### src/hw/rtl/fuzzy_membership_grade_defines.svh
// Assertion macros for the fuzzy membership grade block.
// Included by files that carry concurrent assertions; no other dependencies.
`ifndef FUZZY_MEMBERSHIP_GRADE_DEFINES_SVH
`define FUZZY_MEMBERSHIP_GRADE_DEFINES_SVH

// Same-cycle implication, disabled while reset is asserted.
`define FMG_ASSERT_NOW(lbl, clk_s, rst_s, ante, cons) \
  lbl: assert property (@(posedge clk_s) disable iff (!rst_s) (ante) |-> (cons)) \
    else $error("fmg: same-cycle check failed");

// Next-cycle implication, disabled while reset is asserted.
`define FMG_ASSERT_NEXT(lbl, clk_s, rst_s, ante, cons) \
  lbl: assert property (@(posedge clk_s) disable iff (!rst_s) (ante) |=> (cons)) \
    else $error("fmg: next-cycle check failed");

`endif

### src/hw/rtl/fmg_pkg.sv
// Shared types, constants and divider step functions of the fuzzy membership grade block.
// No dependencies; every other file of the block but the defines header imports it.
package fmg_pkg;

  localparam int SAMPLE_WIDTH    = 16;
  localparam int FRACTION_BITS   = 15;
  localparam int GRADE_WIDTH     = 16;
  localparam int CFG_DATA_WIDTH  = 32;
  localparam int REG_COUNT       = 5;
  localparam int CFG_ADDR_WIDTH  = 5;
  localparam int REG_INDEX_WIDTH = CFG_ADDR_WIDTH - 2;

  // Restoring division: a few quotient bits per pipeline stage.
  localparam int STEPS_PER_STAGE = 3;
  localparam int DIV_STAGES      = (FRACTION_BITS + STEPS_PER_STAGE - 1) / STEPS_PER_STAGE;

  typedef logic [SAMPLE_WIDTH-1:0]  value_t;
  typedef logic [FRACTION_BITS-1:0] quo_t;
  typedef logic [GRADE_WIDTH-1:0]   grade_t;

  typedef enum logic [1:0] {
    MODE_RISE = 2'd0,
    MODE_FALL = 2'd1,
    MODE_TRI  = 2'd2,
    MODE_TRAP = 2'd3
  } fmg_mode_t;

  typedef enum logic [REG_INDEX_WIDTH-1:0] {
    REG_MODE    = 3'd0,
    REG_POINT_A = 3'd1,
    REG_POINT_B = 3'd2,
    REG_POINT_C = 3'd3,
    REG_POINT_D = 3'd4
  } fmg_reg_t;

  // How the grade of an item is finally formed.
  typedef enum logic [1:0] {
    CODE_ZERO = 2'd0,
    CODE_FULL = 2'd1,
    CODE_DIV  = 2'd2
  } fmg_code_t;

  typedef struct packed {
    fmg_mode_t mode;
    value_t    point_a;
    value_t    point_b;
    value_t    point_c;
    value_t    point_d;
  } fmg_cfg_t;

  typedef struct packed {
    fmg_code_t code;
    logic      bad;
    value_t    rem;
    value_t    den;
    quo_t      quo;
  } fmg_pkt_t;

  // One restoring step: the shifted-in dividend bits are all zero.
  function automatic fmg_pkt_t div_step(fmg_pkt_t p);
    fmg_pkt_t                r;
    logic [SAMPLE_WIDTH:0]   t;
    logic [SAMPLE_WIDTH:0]   diff;
    logic                    take;
    r    = p;
    t    = {p.rem, 1'b0};
    diff = t - {1'b0, p.den};
    take = (t >= {1'b0, p.den});
    r.rem = take ? diff[SAMPLE_WIDTH-1:0] : t[SAMPLE_WIDTH-1:0];
    r.quo = {p.quo[FRACTION_BITS-2:0], take};
    return r;
  endfunction

  // The steps of one pipeline stage; the last stage may have fewer.
  function automatic fmg_pkt_t div_stage(fmg_pkt_t p, int stage);
    fmg_pkt_t r;
    r = p;
    for (int k = 0; k < STEPS_PER_STAGE; k++) begin
      if (stage * STEPS_PER_STAGE + k < FRACTION_BITS) begin
        r = div_step(r);
      end
    end
    return r;
  endfunction

  function automatic grade_t make_grade(fmg_pkt_t p);
    logic [FRACTION_BITS:0] g;
    logic [31:0]            w;
    case (p.code)
      CODE_FULL: g = {1'b1, {FRACTION_BITS{1'b0}}};
      CODE_DIV:  g = {1'b0, p.quo};
      default:   g = '0;
    endcase
    w = 32'(g);
    return w[GRADE_WIDTH-1:0];
  endfunction

endpackage

### src/hw/rtl/fmg_in_if.sv
// Request channel carrying one crisp sample.
// Depends on fmg_pkg for the sample width.
interface fmg_in_if;
  import fmg_pkg::*;

  logic   valid;
  logic   ready;
  value_t sample;

  modport source (output valid, output sample, input ready);
  modport sink   (input valid, input sample, output ready);
endinterface

### src/hw/rtl/fmg_out_if.sv
// Result channel carrying one membership grade and the order flag.
// Depends on fmg_pkg for the grade width.
interface fmg_out_if;
  import fmg_pkg::*;

  logic   valid;
  logic   ready;
  grade_t grade;
  logic   order_error;

  modport source (output valid, output grade, output order_error, input ready);
  modport sink   (input valid, input grade, input order_error, output ready);
endinterface

### src/hw/rtl/fmg_classify.sv
// First pipeline stage: checks breakpoint order, picks the segment and sets up the division.
// Depends on fmg_pkg.
module fmg_classify (
  input  logic              clk,
  input  logic              rst_n,
  input  fmg_pkg::fmg_cfg_t cfg,
  input  logic              in_valid,
  output logic              in_ready,
  input  fmg_pkg::value_t   in_sample,
  output logic              out_valid,
  input  logic              out_ready,
  output fmg_pkg::fmg_pkt_t out_pkt
);
  import fmg_pkg::*;

  logic     valid_r;
  fmg_pkt_t pkt_r;
  fmg_pkt_t pkt_nxt;
  value_t   v, a, b, c, d;

  assign v = in_sample;
  assign a = cfg.point_a;
  assign b = cfg.point_b;
  assign c = cfg.point_c;
  assign d = cfg.point_d;

  always_comb begin
    pkt_nxt      = '0;
    pkt_nxt.code = CODE_ZERO;
    case (cfg.mode)
      MODE_RISE: begin
        pkt_nxt.bad = (a > b);
        if (v <= a) begin
          pkt_nxt.code = CODE_ZERO;
        end else if (v >= b) begin
          pkt_nxt.code = CODE_FULL;
        end else begin
          pkt_nxt.code = CODE_DIV;
          pkt_nxt.rem  = v - a;
          pkt_nxt.den  = b - a;
        end
      end
      MODE_FALL: begin
        pkt_nxt.bad = (a > b);
        if (v <= a) begin
          pkt_nxt.code = CODE_FULL;
        end else if (v >= b) begin
          pkt_nxt.code = CODE_ZERO;
        end else begin
          pkt_nxt.code = CODE_DIV;
          pkt_nxt.rem  = b - v;
          pkt_nxt.den  = b - a;
        end
      end
      MODE_TRI: begin
        pkt_nxt.bad = (a > b) || (b > c);
        if (v <= a || v >= c) begin
          pkt_nxt.code = CODE_ZERO;
        end else if (v < b) begin
          pkt_nxt.code = CODE_DIV;
          pkt_nxt.rem  = v - a;
          pkt_nxt.den  = b - a;
        end else if (v == b) begin
          // The peak itself: the falling ramp starts at full grade.
          pkt_nxt.code = CODE_FULL;
        end else begin
          pkt_nxt.code = CODE_DIV;
          pkt_nxt.rem  = c - v;
          pkt_nxt.den  = c - b;
        end
      end
      MODE_TRAP: begin
        pkt_nxt.bad = (a > b) || (b > c) || (c > d);
        if (v <= a || v >= d) begin
          pkt_nxt.code = CODE_ZERO;
        end else if (v >= b && v <= c) begin
          pkt_nxt.code = CODE_FULL;
        end else if (v < b) begin
          pkt_nxt.code = CODE_DIV;
          pkt_nxt.rem  = v - a;
          pkt_nxt.den  = b - a;
        end else begin
          pkt_nxt.code = CODE_DIV;
          pkt_nxt.rem  = d - v;
          pkt_nxt.den  = d - c;
        end
      end
      default: pkt_nxt.code = CODE_ZERO;
    endcase
    if (pkt_nxt.bad) begin
      pkt_nxt.code = CODE_ZERO;
    end
  end

  assign in_ready = !valid_r || out_ready;

  always_ff @(posedge clk) begin
    if (!rst_n) begin
      valid_r <= 1'b0;
    end else if (in_ready) begin
      valid_r <= in_valid;
    end
  end

  always_ff @(posedge clk) begin
    if (in_ready && in_valid) begin
      pkt_r <= pkt_nxt;
    end
  end

  assign out_valid = valid_r;
  assign out_pkt   = pkt_r;
endmodule

### src/hw/rtl/fmg_divider.sv
// Pipelined restoring divider that forms the ramp quotient a few bits per stage.
// Depends on fmg_pkg for the packet type and the stage function.
module fmg_divider (
  input  logic              clk,
  input  logic              rst_n,
  input  logic              in_valid,
  output logic              in_ready,
  input  fmg_pkg::fmg_pkt_t in_pkt,
  output logic              out_valid,
  input  logic              out_ready,
  output fmg_pkg::fmg_pkt_t out_pkt
);
  import fmg_pkg::*;

  logic                valid_r [DIV_STAGES];
  fmg_pkt_t            pkt_r   [DIV_STAGES];
  fmg_pkt_t            pkt_nxt [DIV_STAGES];
  logic [DIV_STAGES:0] rdy;

  assign rdy[DIV_STAGES] = out_ready;

  for (genvar s = 0; s < DIV_STAGES; s++) begin : g_stage
    logic     src_valid;
    fmg_pkt_t src_pkt;

    if (s == 0) begin : g_first
      assign src_valid = in_valid;
      assign src_pkt   = in_pkt;
    end else begin : g_rest
      assign src_valid = valid_r[s-1];
      assign src_pkt   = pkt_r[s-1];
    end

    // A stage takes a new request when it is empty or its content moves on.
    assign rdy[s]     = !valid_r[s] || rdy[s+1];
    assign pkt_nxt[s] = div_stage(src_pkt, s);

    always_ff @(posedge clk) begin
      if (!rst_n) begin
        valid_r[s] <= 1'b0;
      end else if (rdy[s]) begin
        valid_r[s] <= src_valid;
      end
    end

    always_ff @(posedge clk) begin
      if (rdy[s] && src_valid) begin
        pkt_r[s] <= pkt_nxt[s];
      end
    end
  end

  assign in_ready  = rdy[0];
  assign out_valid = valid_r[DIV_STAGES-1];
  assign out_pkt   = pkt_r[DIV_STAGES-1];
endmodule

### src/hw/rtl/fuzzy_membership_grade.sv
// Top level of the fuzzy membership grade block: register port, pipeline and result register.
// Depends on fmg_pkg, fmg_in_if, fmg_out_if, fmg_classify, fmg_divider and the defines header.
//
//   channel  direction  payload               handshake
//   in_ch    sink       sample                valid / ready
//   out_ch   source     grade, order_error    valid / ready
//   cfg_*    slave      32-bit registers      APB write in setup + access cycles
//
// One request enters per cycle unless the output stalls the pipeline; each request
// passes through one stage to classify, one stage per three quotient bits of the
// restoring divider (DIV_STAGES in all), and the result register.
// Reset clears the valid bits of every stage and loads the register reset values.
// Each stage holds while the one after it is full and stalled, so bubbles close up.
`include "fuzzy_membership_grade_defines.svh"

module fuzzy_membership_grade (
  input  logic                                 clk,
  input  logic                                 rst_n,
  fmg_in_if.sink                               in_ch,
  fmg_out_if.source                            out_ch,
  input  logic                                 cfg_psel,
  input  logic                                 cfg_penable,
  input  logic                                 cfg_pwrite,
  input  logic [fmg_pkg::CFG_ADDR_WIDTH-1:0]   cfg_paddr,
  input  logic [fmg_pkg::CFG_DATA_WIDTH-1:0]   cfg_pwdata,
  output logic [fmg_pkg::CFG_DATA_WIDTH-1:0]   cfg_prdata,
  output logic                                 cfg_pready
);
  import fmg_pkg::*;

  fmg_cfg_t cfg_r;
  fmg_cfg_t cfg_nxt;
  fmg_reg_t reg_idx;
  logic     cfg_wr;

  logic     cls_valid, cls_ready;
  fmg_pkt_t cls_pkt;
  logic     div_valid, div_ready;
  fmg_pkt_t div_pkt;

  logic     out_valid_r;
  grade_t   grade_r;
  logic     err_r;

  // Register port
  assign cfg_pready = 1'b1;
  assign reg_idx    = fmg_reg_t'(cfg_paddr[CFG_ADDR_WIDTH-1:2]);
  assign cfg_wr     = cfg_psel && cfg_penable && cfg_pwrite;

  always_comb begin
    cfg_nxt = cfg_r;
    if (cfg_wr) begin
      case (reg_idx)
        REG_MODE:    cfg_nxt.mode    = fmg_mode_t'(cfg_pwdata[1:0]);
        REG_POINT_A: cfg_nxt.point_a = cfg_pwdata[SAMPLE_WIDTH-1:0];
        REG_POINT_B: cfg_nxt.point_b = cfg_pwdata[SAMPLE_WIDTH-1:0];
        REG_POINT_C: cfg_nxt.point_c = cfg_pwdata[SAMPLE_WIDTH-1:0];
        REG_POINT_D: cfg_nxt.point_d = cfg_pwdata[SAMPLE_WIDTH-1:0];
        default:     cfg_nxt = cfg_r;
      endcase
    end
  end

  always_ff @(posedge clk) begin
    if (!rst_n) begin
      cfg_r.mode    <= MODE_TRAP;
      cfg_r.point_a <= '0;
      cfg_r.point_b <= '0;
      cfg_r.point_c <= '0;
      cfg_r.point_d <= '0;
    end else begin
      cfg_r <= cfg_nxt;
    end
  end

  always_comb begin
    case (reg_idx)
      REG_MODE:    cfg_prdata = CFG_DATA_WIDTH'(cfg_r.mode);
      REG_POINT_A: cfg_prdata = CFG_DATA_WIDTH'(cfg_r.point_a);
      REG_POINT_B: cfg_prdata = CFG_DATA_WIDTH'(cfg_r.point_b);
      REG_POINT_C: cfg_prdata = CFG_DATA_WIDTH'(cfg_r.point_c);
      REG_POINT_D: cfg_prdata = CFG_DATA_WIDTH'(cfg_r.point_d);
      default:     cfg_prdata = '0;
    endcase
  end

  // Pipeline
  fmg_classify u_classify (
    .clk       (clk),
    .rst_n     (rst_n),
    .cfg       (cfg_r),
    .in_valid  (in_ch.valid),
    .in_ready  (in_ch.ready),
    .in_sample (in_ch.sample),
    .out_valid (cls_valid),
    .out_ready (cls_ready),
    .out_pkt   (cls_pkt)
  );

  fmg_divider u_divider (
    .clk       (clk),
    .rst_n     (rst_n),
    .in_valid  (cls_valid),
    .in_ready  (cls_ready),
    .in_pkt    (cls_pkt),
    .out_valid (div_valid),
    .out_ready (div_ready),
    .out_pkt   (div_pkt)
  );

  // Result register
  assign div_ready = !out_valid_r || out_ch.ready;

  always_ff @(posedge clk) begin
    if (!rst_n) begin
      out_valid_r <= 1'b0;
    end else if (div_ready) begin
      out_valid_r <= div_valid;
    end
  end

  always_ff @(posedge clk) begin
    if (div_ready && div_valid) begin
      grade_r <= make_grade(div_pkt);
      err_r   <= div_pkt.bad;
    end
  end

  assign out_ch.valid       = out_valid_r;
  assign out_ch.grade       = grade_r;
  assign out_ch.order_error = err_r;

  // Checks
  `FMG_ASSERT_NOW(a_error_zero_grade, clk, rst_n,
                  out_ch.valid && out_ch.order_error, out_ch.grade == '0)
  `FMG_ASSERT_NOW(a_div_operands, clk, rst_n,
                  cls_valid && (cls_pkt.code == CODE_DIV),
                  (cls_pkt.den != '0) && (cls_pkt.rem < cls_pkt.den))
  `FMG_ASSERT_NEXT(a_div_hold, clk, rst_n,
                   div_valid && !div_ready, div_valid && $stable(div_pkt))
endmodule
### src/flat_wrapper.sv
// flat-port wrapper written by rule: the top's interface ports become plain ports
module fuzzy_membership_grade_flat import fmg_pkg::*;
  (clk, rst_n, cfg_psel, cfg_penable, cfg_pwrite, cfg_paddr, cfg_pwdata, cfg_prdata, cfg_pready, in_ch_valid, in_ch_sample, in_ch_ready, out_ch_valid, out_ch_grade, out_ch_order_error, out_ch_ready);
  fmg_in_if in_ch_i ();
  fmg_out_if out_ch_i ();
  input  logic clk;
  input  logic rst_n;
  input  logic cfg_psel;
  input  logic cfg_penable;
  input  logic cfg_pwrite;
  input  logic [fmg_pkg::CFG_ADDR_WIDTH-1:0] cfg_paddr;
  input  logic [fmg_pkg::CFG_DATA_WIDTH-1:0] cfg_pwdata;
  output logic [fmg_pkg::CFG_DATA_WIDTH-1:0] cfg_prdata;
  output logic cfg_pready;
  input wire logic [$bits(in_ch_i.valid)-1:0] in_ch_valid;
  input wire logic [$bits(in_ch_i.sample)-1:0] in_ch_sample;
  output wire logic [$bits(in_ch_i.ready)-1:0] in_ch_ready;
  output wire logic [$bits(out_ch_i.valid)-1:0] out_ch_valid;
  output wire logic [$bits(out_ch_i.grade)-1:0] out_ch_grade;
  output wire logic [$bits(out_ch_i.order_error)-1:0] out_ch_order_error;
  input wire logic [$bits(out_ch_i.ready)-1:0] out_ch_ready;
  assign in_ch_i.valid = in_ch_valid;
  assign in_ch_i.sample = in_ch_sample;
  assign in_ch_ready = in_ch_i.ready;
  assign out_ch_valid = out_ch_i.valid;
  assign out_ch_grade = out_ch_i.grade;
  assign out_ch_order_error = out_ch_i.order_error;
  assign out_ch_i.ready = out_ch_ready;
  fuzzy_membership_grade u_core (.clk(clk), .rst_n(rst_n), .in_ch(in_ch_i), .out_ch(out_ch_i), .cfg_psel(cfg_psel), .cfg_penable(cfg_penable), .cfg_pwrite(cfg_pwrite), .cfg_paddr(cfg_paddr), .cfg_pwdata(cfg_pwdata), .cfg_prdata(cfg_prdata), .cfg_pready(cfg_pready));
endmodule
### config.mk
export PLATFORM = sky130hd
export DESIGN_NAME = fuzzy_membership_grade_flat
export DESIGN_NICKNAME = d
export VERILOG_FILES = /design/src/hw/rtl/fmg_pkg.sv /design/src/hw/rtl/fmg_in_if.sv /design/src/hw/rtl/fmg_out_if.sv /design/src/hw/rtl/fmg_classify.sv /design/src/hw/rtl/fmg_divider.sv /design/src/hw/rtl/fuzzy_membership_grade.sv /design/src/flat_wrapper.sv
export VERILOG_INCLUDE_DIRS = /design/src /design/src/hw/rtl
export SDC_FILE = /design/constraint.sdc
export NUM_CORES = 1
export LEC_CHECK = 0
export BUFFER_PORTS_ARGS = -buffer_cell sky130_fd_sc_hd__buf_2
export CAP_MARGIN = 20
export CORE_MARGIN = 2
export CORE_UTILIZATION = 60
export DETAILED_ROUTE_END_ITERATION = 10
export PLACE_DENSITY = 0.75
export SLEW_MARGIN = 30
export SYNTH_ARGS = -nofsm -noshare
export SYNTH_HDL_FRONTEND = slang
export SYNTH_SLANG_ARGS = --single-unit
### constraint.sdc
create_clock -name clk -period 8.6 [get_ports clk]
set_input_delay 1.29 -clock clk [delete_from_list [all_inputs] [get_ports clk]]
set_output_delay 1.29 -clock clk [all_outputs]
set_load 0.05 [all_outputs]
==> metrics.txt, run 1 <==
status finished, final reports clean; IO buf count 76; multi-input logic area 19730 µm²; Sequential Area 8708 µm²; Layout area overhead 7.282%; WL per Instance 20.95 µm; clk slew on worst S/H paths 0.06 ns; nets@finish 3774; share of cells above drive strength 1 0.09048; root buffer cell clkbuf_16; vias in the first global route 24130; WP data arrival 8.38 ns; initial antenna violation count 1; largest net degree at the start of global routing 78; final antenna diode count 0; slew of the pin with the lowest slew margin 0.9510 ns; register area share after synthesis 0.2935; commonest cells after routing, fill and taps aside ha_1 (342), nand2_1 (291), edfxtp_1 (244), a21oi_1 (236), nor2_1 (217); Max Clk Rate 0.1238 GHz; Critical Path Fanout Max 15; total negative setup slack 0 ns; RSZ-0062 raised after global routing false; Filler cells 4143; Synth Cell Area 29670 µm²; Post-synth EDFFs 244; top-area cell type share of the netlist area 0.2469; period utilization 0.9394; final hold violation count 0; Clk Latency, worst-skew pair 0.56 ns; max-slew violation count 0; area leader, netlist edfxtp_1; Synth area leaders edfxtp_1 (25%), ha_1 (14%), xnor2_1 (4.9%); slowest stage delay, CP 0.44 ns; commonest non-fill, non-tap cell in the layout ha_1; CTS max path bufs 3; Final min period 8.079 ns; Setup Skew 0.01385 ns; Worst Hold Class reg -> reg; CP max stage cell mux2_1; router iterations before antenna repair 5; Leakage 0.01338 µW; initial core utilization 0.6075; first-pass GRT wire length 131.0 mm; setup violators final 0; Synth Register Bits 313; total I/O pin count 112; Rel. slew slack 0.3647; row count 81; DIE HEIGHT 226.4 µm; Final Power 13930 µW; DR vias 25460; ys flop type edfxtp_1; Max Cap Viol 0; Die Area 51250 µm²; WP data required 8.90 ns; post-synthesis area per instance 8.990 µm²; GRT Util Overall 0.3279; crit path launch type flop; total CTS buffers 35; dpl hpwl 67.51 mm; Detailed Route Iter0 Violations 2087; Distinct cells, synth 104; CP Capture Type flop; grt total ovfl 0; Setup CP Type reg -> reg; hold_buf cts 0; Pwr Density 437.4 nW/µm²; asr flop ratio synth 0; Post-CTS Repair Setup Buffers 0; clock sink total 313; number of routed nets with antenna violations 0; CTS H-tree depth 2; GPL Wtd Cong 0.9631; WL final 84.76 mm; vias per cell 6.292; Yosys warning count 0; chip width 226.4 µm; drt drc 0; VDD IR-drop max 0.0004086 V; TritonCTS clock tree built; Mapped Cells 3301; Core ar. 48850 µm²
## area by class of cell
type	count	share of cell area
Inverter	217	0.02559
Multi-Input combinational cell	2683	0.6198
Sequential cell	313	0.2735
Tap cell	664	0.02610
Timing Repair Buffer	110	0.02004
Clock buffer	39	0.02798
Clock inverter	20	0.006996
## Yosys cell counts, drive strengths merged (44+ instances only)
cell    instances
o21ai         162
dfxtp          69
mux2          134
nand3          64
xor2           91
o21a           55
edfxtp        244
nor3           66
a21boi         62
clkbuf         59
a21oi         241
xnor2         167
nor2          221
a21o          127
inv           217
nor2b          62
nand2         293
ha            342
buf            44
## repair_timing
action / in CTS / in global routing
gates resized for setup: 0 / 1
hold endpoints to repair: 0 / 0
endpoints found under the setup margin: 0 / 14
## report_power, final
| part | internal [µW] | total [µW] | switching [µW] |
|---|---|---|---|
| combinational | 4630 | 10100 | 5510 |
| clock | 848 | 1470 | 621 |
| sequential | 2200 | 2310 | 112 |
## final timing paths
kind / startpoint / end / slack [ns] / depth (start not counted)
worst min register to register: u_core.u_divider.pkt_r[0][247]$_DFFE_PP_ / u_core.out_ch.order_error$_DFFE_PP_ / 0.42 / 0
worst max-delay path: u_core.u_divider.pkt_r[0][73]$_DFFE_PP_ / u_core.u_divider.pkt_r[0][144]$_DFFE_PP_ / 0.52 / 30
worst max register to register: u_core.u_divider.pkt_r[0][73]$_DFFE_PP_ / u_core.u_divider.pkt_r[0][144]$_DFFE_PP_ / 0.52 / 30
worst min-delay path: u_core.u_divider.pkt_r[0][247]$_DFFE_PP_ / u_core.out_ch.order_error$_DFFE_PP_ / 0.42 / 0
## flip-flops by register name, summed over array words and instances, names as in the netlist
name and cells:
u_core.out_ch.valid 1, u_core.u_classify.out_pkt 35, u_core.out_ch.order_error 1, u_core.out_ch.grade 16, u_core.u_divider.pkt_r 188, u_core.cfg_r 66
u_core.u_divider.valid_r 5, u_core.u_classify.out_valid 1
## logic make-up (layout without fill, tap and decap cells)
kind of cell | after synthesis | in the layout | synth area share
compound gates | 959 | 959 | 0.2174
simple gates | 918 | 918 | 0.1488
fa+ha+maj | 354 | 354 | 0.1523
buf+inv | 320 | 386 | 0.04512
flops | 313 | 313 | 0.2935
xor+xnor | 258 | 258 | 0.07615
mux | 177 | 177 | 0.06649
other cells | 2 | 17 | 0.0002531
## critical path: cells and delay by family (launching register included)
kind | cells | cell delay, ns
multiplexers | 3 | 1.24
AND/OR/NAND/NOR | 7 | 1.28
flip-flops | 1 | 0.43
AO/OA/AOI/OAI | 14 | 3.17
buffers and inverters | 3 | 0.66
adder cells (fa/ha/maj) | 3 | 1.03
## routing by layer
| metal | global-route usage | vias up | part of all wire |
|---|---|---|---|
| met2 | 0.5460 | 824 | 0.47 |
| met5 | 0 | - | 0 |
| li1 | - | 12250 | - |
| met3 | 0.03641 | 193 | 0.053 |
| met4 | 0.1318 | 0 | 0.042 |
| met1 | 0.4360 | 12190 | 0.44 |
## per-stage QoR
stage | cell area (µm²) | hold WS (ns) | utilization | std cells | worst slack (ns)
2_1_floorplan | 29730 | 0.4003 | - | 3316 | 1.453
3_3_place_gp | 30710 | 0.4055 | 0.6287 | 3987 | 0.8134
3_5_place_dp | 30710 | 0.4045 | 0.6287 | 3987 | 0.6481
4_1_cts | 31830 | 0.4150 | 0.6515 | 4046 | 0.5846
5_1_grt | 31840 | 0.4196 | 0.6517 | 4046 | 0.05578
6_report | 31840 | 0.4167 | 0.6517 | 4046 | 0.5209
(Power assumes the default switching activity.)
==> run 2: changes to the inputs <==
==> constraint.sdc (replaced) <==
create_clock -name clk -period 8.6 [get_ports clk]
set_input_delay 1.72 -clock clk [delete_from_list [all_inputs] [get_ports clk]]
set_output_delay 1.72 -clock clk [all_outputs]
set_load 0.05 [all_outputs]
==> metrics.txt, run 2 (same netlist as run 1, synthesis figures left out) <==
status finished, final reports clean; Die Area 51250 µm²; Worst Path Buf+Inv 3; CP Capture Type flop; number of routed nets with antenna violations 0; Worst Slack Setup Final 0.5372 ns; root buffer cell clkbuf_16; Worst Hold Class reg -> reg; Clk Latency, worst-skew pair 0.55 ns; slowest stage delay, CP 0.60 ns; total CTS buffers 36; Max Cap Viol 0; VDD IR-drop max 0.0003696 V; Leakage 0.01343 µW; initial core utilization 0.6075; period utilization 0.9375; grt total ovfl 0; Setup WS pre-CTS 0.5854 ns; Setup CP Type reg -> reg; dpl hpwl 66.88 mm; commonest non-fill, non-tap cell in the layout ha_1; setup violators final 0; GRT Util Overall 0.3257; Stages on worst setup path 28; WL per Instance 20.78 µm; met2 Use GR 0.5383; RSZ-0062 raised after global routing false; CTS max path bufs 3; row count 81; initial antenna violation count 0; Max Clk Rate 0.1240 GHz; total I/O pin count 112; GRT Max-Usage Layer met2; TritonCTS clock tree built; share of cells above drive strength 1 0.09206; Final Power 13990 µW; cts repair resizes 0; DR vias 25580; Post-CTS Repair Setup Buffers 0; final antenna diode count 0; Core ar. 48850 µm²; DIE HEIGHT 226.4 µm; drt drc 0; vias per cell 6.311; first-pass GRT wire length 130.5 mm; CTS H-tree depth 2; commonest cells after routing, fill and taps aside ha_1 (342), nand2_1 (291), edfxtp_1 (244), a21oi_1 (236), nor2_1 (218); global-route track usage on met3 0.04173; Critical Path Fanout Max 22; clk slew on worst S/H paths 0.06 ns; worst r2r path cells 28; WP data required 8.90 ns; max reg flops 188; nets@finish 3777; largest net degree at the start of global routing 78; Top cell by count, worst path o21ai_0; crit path launch type flop; max-slew violation count 0; WP data arrival 8.36 ns; Top reg by flops u_core.u_divider.pkt_r; Rel. slew slack 0.4239; hold_buf cts 0; Top delay family on crit path compound AO/OA/AOI/OAI gates; slew of the pin with the lowest slew margin 0.8616 ns; clock sink total 313; total negative setup slack 0 ns; router iterations before antenna repair 6; Final min period 8.063 ns; M1 GR Usage 0.4240; vias in the first global route 24230; Pwr Density 438.4 nW/µm²; GPL Wtd Cong 1.065; WL final 84.21 mm; hold_ws 0.4181 ns; IO buf count 76; Setup Skew 0.03135 ns; Layout area overhead 7.573%; final hold violation count 0; chip width 226.4 µm; Worst Hold Depth 0; CP max stage cell or3b_1; Detailed Route Iter0 Violations 2371
[run 2: routing by layer]
metal  part of all wire  vias up
li1                   -    12250
met5                  0        -
met1               0.43    12130
met4              0.051        0
met3              0.064      236
met2               0.46      960
[run 2: path summary, 6_finish.rpt]
check	startpoint	end	slack (ns)
setup / recovery	u_core.u_divider.pkt_r[0][117]$_DFFE_PP_	u_core.u_divider.pkt_r[0][182]$_DFFE_PP_	0.54
hold reg to reg	u_core.u_divider.pkt_r[0][98]$_DFFE_PP_	u_core.u_divider.pkt_r[0][148]$_DFFE_PP_	0.42
setup reg to reg	u_core.u_divider.pkt_r[0][117]$_DFFE_PP_	u_core.u_divider.pkt_r[0][182]$_DFFE_PP_	0.54
hold / removal	u_core.u_divider.pkt_r[0][98]$_DFFE_PP_	u_core.u_divider.pkt_r[0][148]$_DFFE_PP_	0.42
[run 2: where the power goes]
group / switching, µW / internal [µW] / leakage (µW)
combinational: 5520 / 4660 / 0.0100
sequential: 109 / 2200 / 0.00285
clock: 604 / 906 / 0.000571
total: 6230 / 7760 / 0.0134
[run 2: layout make-up]
class                      instances  area, µm²
clock buffer                      47      992.2
clock inverter                    17      182.7
fill                            4160      16930
inverter                         217      814.5
multi-input combinational       2683      19740
sequential                       313       8708
tap                              664      830.8
timing repair buffer             112      653.1
[run 2: stage by stage]
| step | cell area [µm²] | std cells | util |
|---|---|---|---|
| 2_1_floorplan | 29730 | 3316 | - |
| 3_3_place_gp | 30730 | 3988 | 0.6290 |
| 3_5_place_dp | 30740 | 3989 | 0.6292 |
| 4_1_cts | 31910 | 4053 | 0.6532 |
| 5_1_grt | 31920 | 4053 | 0.6535 |
| 6_report | 31920 | 4053 | 0.6535 |
==> run 3: changes to the inputs <==
BUFFER_PORTS_ARGS = -buffer_cell sky130_fd_sc_hd__clkbuf_2   (was -buffer_cell sky130_fd_sc_hd__buf_2)
==> metrics.txt, run 3 (same netlist as run 1, synthesis figures left out) <==
Layout Utilization 0.6522; first-pass GRT wire length 130.3 mm; P_sw 6203 µW; GPL Wtd Cong 0.9976; CTS max path bufs 3; CP max stage cell o41ai_1; Detailed Route Iter0 Violations 2086; WL final 83.34 mm; Post-CTS Repair Setup Buffers 0; Die Area 51250 µm²; clock share of power 0.105; root buffer cell clkbuf_16; commonest non-fill, non-tap cell in the layout ha_1; router iterations before antenna repair 6; total negative setup slack 0 ns; grt total ovfl 0; beginning of the critical path u_core.u_divider.pkt_r[0][73]$_DFFE_PP_; Filler cells 4110; WL per Instance 20.57 µm; TritonCTS clock tree built; Worst Path Buf+Inv 3; Setup CP Type reg -> reg; crit path launch type flop; Core ar. 48850 µm²; initial core utilization 0.6075; R2R Setup Slk 0.55 ns; Setup WS pre-CTS 0.8143 ns; CTS H-tree depth 2; slowest stage delay, CP 0.43 ns; Pwr Density 437.4 nW/µm²; row count 81; Post-Layout Inst Area 31860 µm²; clock sink total 313; Worst Slack Setup Final 0.5546 ns; total CTS buffers 35; cts repair resizes 0; slew of the pin with the lowest slew margin 0.8381 ns; worst r2r path cells 31; Critical Path Fanout Max 11; Comb pwr share 0.730; hold_buf cts 0; Sequential Area 8708 µm²; Rel. slew slack 0.4361; IO buf count 76; WP data required 8.88 ns; drt drc 0; reg-to-reg endpoint u_core.u_divider.pkt_r[0][136]$_DFFE_PP_; period utilization 0.9355; Layout area overhead 7.362%; nets@finish 3777; Reg power frac 0.166; Setup Skew 0.02379 ns; initial antenna violation count 1; RSZ-0062 raised after global routing false; GRT Util Overall 0.3246; Worst Hold Class reg -> reg; Stages on worst setup path 31; Top reg by flops u_core.u_divider.pkt_r; DIE HEIGHT 226.4 µm; VDD IR-drop max 0.0004180 V; setup violators final 0; DR vias 25460; switch share 0.4451; CP Capture Type flop; Worst Setup EP u_core.u_divider.pkt_r[0][136]$_DFFE_PP_; Top delay family on crit path compound AO/OA/AOI/OAI gates; Max Cap Viol 0; Clk Latency, worst-skew pair 0.55 ns; number of routed nets with antenna violations 0; final hold violation count 0; FF-to-FF Start u_core.u_divider.pkt_r[0][73]$_DFFE_PP_; clk slew on worst S/H paths 0.06 ns; chip width 226.4 µm; multi-input logic area 19730 µm²; max-slew violation count 0; final antenna diode count 0; Max Clk Rate 0.1243 GHz; vias per cell 6.285; status finished, final reports clean; Final min period 8.045 ns; total I/O pin count 112; Placed Area 30740 µm²; WP data arrival 8.33 ns; commonest cells after routing, fill and taps aside ha_1 (342), nand2_1 (291), edfxtp_1 (244), a21oi_1 (236), nor2_1 (217); max reg flops 188; Leakage 0.01339 µW; vias in the first global route 24280; internal power 7734 µW; dpl hpwl 66.31 mm; largest net degree at the start of global routing 78; share of cells above drive strength 1 0.09123
-- run 3: changes by cell type in the layout (fill, tap and decap cells not counted), sizes merged --
cell,previous run,this run
clkinv,11,16
buf,112,37
clkbuf,47,115
inv,218,219
clkinvlp,2,1
-- run 3: final cells by class --
| type | instances | share of cell area |
|---|---|---|
| multi-input combinational | 2683 | 0.6192 |
| sequential | 313 | 0.2733 |
| clock buffer | 39 | 0.02863 |
| tap | 664 | 0.02608 |
| inverter | 217 | 0.02557 |
| timing repair buffer | 113 | 0.02074 |
| clock inverter | 22 | 0.006441 |
-- run 3: worst min path at each step --
stage                                             start                                        to  cells after the start
5_1_grt         u_core.u_divider.pkt_r[0][51]$_DFFE_PP_  u_core.u_divider.pkt_r[0][104]$_DFFE_PP_                      0
4_1_cts        u_core.u_divider.pkt_r[0][161]$_DFFE_PP_  u_core.u_divider.pkt_r[0][214]$_DFFE_PP_                      0
3_3_place_gp   u_core.u_divider.pkt_r[0][198]$_DFFE_PP_  u_core.u_divider.pkt_r[0][248]$_DFFE_PP_                      0
2_1_floorplan  u_core.u_divider.pkt_r[0][247]$_DFFE_PP_       u_core.out_ch.order_error$_DFFE_PP_                      0
3_5_place_dp   u_core.u_divider.pkt_r[0][104]$_DFFE_PP_  u_core.u_divider.pkt_r[0][157]$_DFFE_PP_                      0
6_report       u_core.u_divider.pkt_r[0][161]$_DFFE_PP_  u_core.u_divider.pkt_r[0][214]$_DFFE_PP_                      0
-- run 3: worst register-to-register path, delay by kind of cell, from the launching register on --
kind | cells | cell delay (ns)
AO/OA/AOI/OAI | 16 | 3.87
multiplexers | 3 | 1.15
adder cells (fa/ha/maj) | 3 | 1.03
AND/OR/NAND/NOR | 6 | 0.73
buffers and inverters | 3 | 0.58
flip-flops | 1 | 0.42
-- run 3: per-stage QoR --
stage | hold WS [ns] | power, µW | instances
finish | 0.4159 | 13940 | 4051
global route | 0.4251 | 15030 | 4051
CTS | 0.4178 | 13830 | 4051
detailed placement | 0.4045 | 12260 | 3990
global placement | 0.4025 | 11970 | 3990
floorplan | 0.4003 | 10340 | 3316
-- run 3: metal layers --
layer / vias up / global-route usage / share of wire
li1: 12270 / - / -
met1: 12110 / 0.4241 / 0.43
met2: 858 / 0.5375 / 0.46
met3: 219 / 0.04147 / 0.057
met4: 2 / 0.1469 / 0.048
met5: - / 0 / 0.00013
-- run 3: power by group through the flow --
stage,registers (µW),clock network (µW),logic (µW)
final,2310,1460,10200
after global routing,2320,1550,11200
after CTS,2310,1490,10000
after detailed placement,2340,0,9930
after global placement,2330,0,9630
after floorplan,2280,0,8060
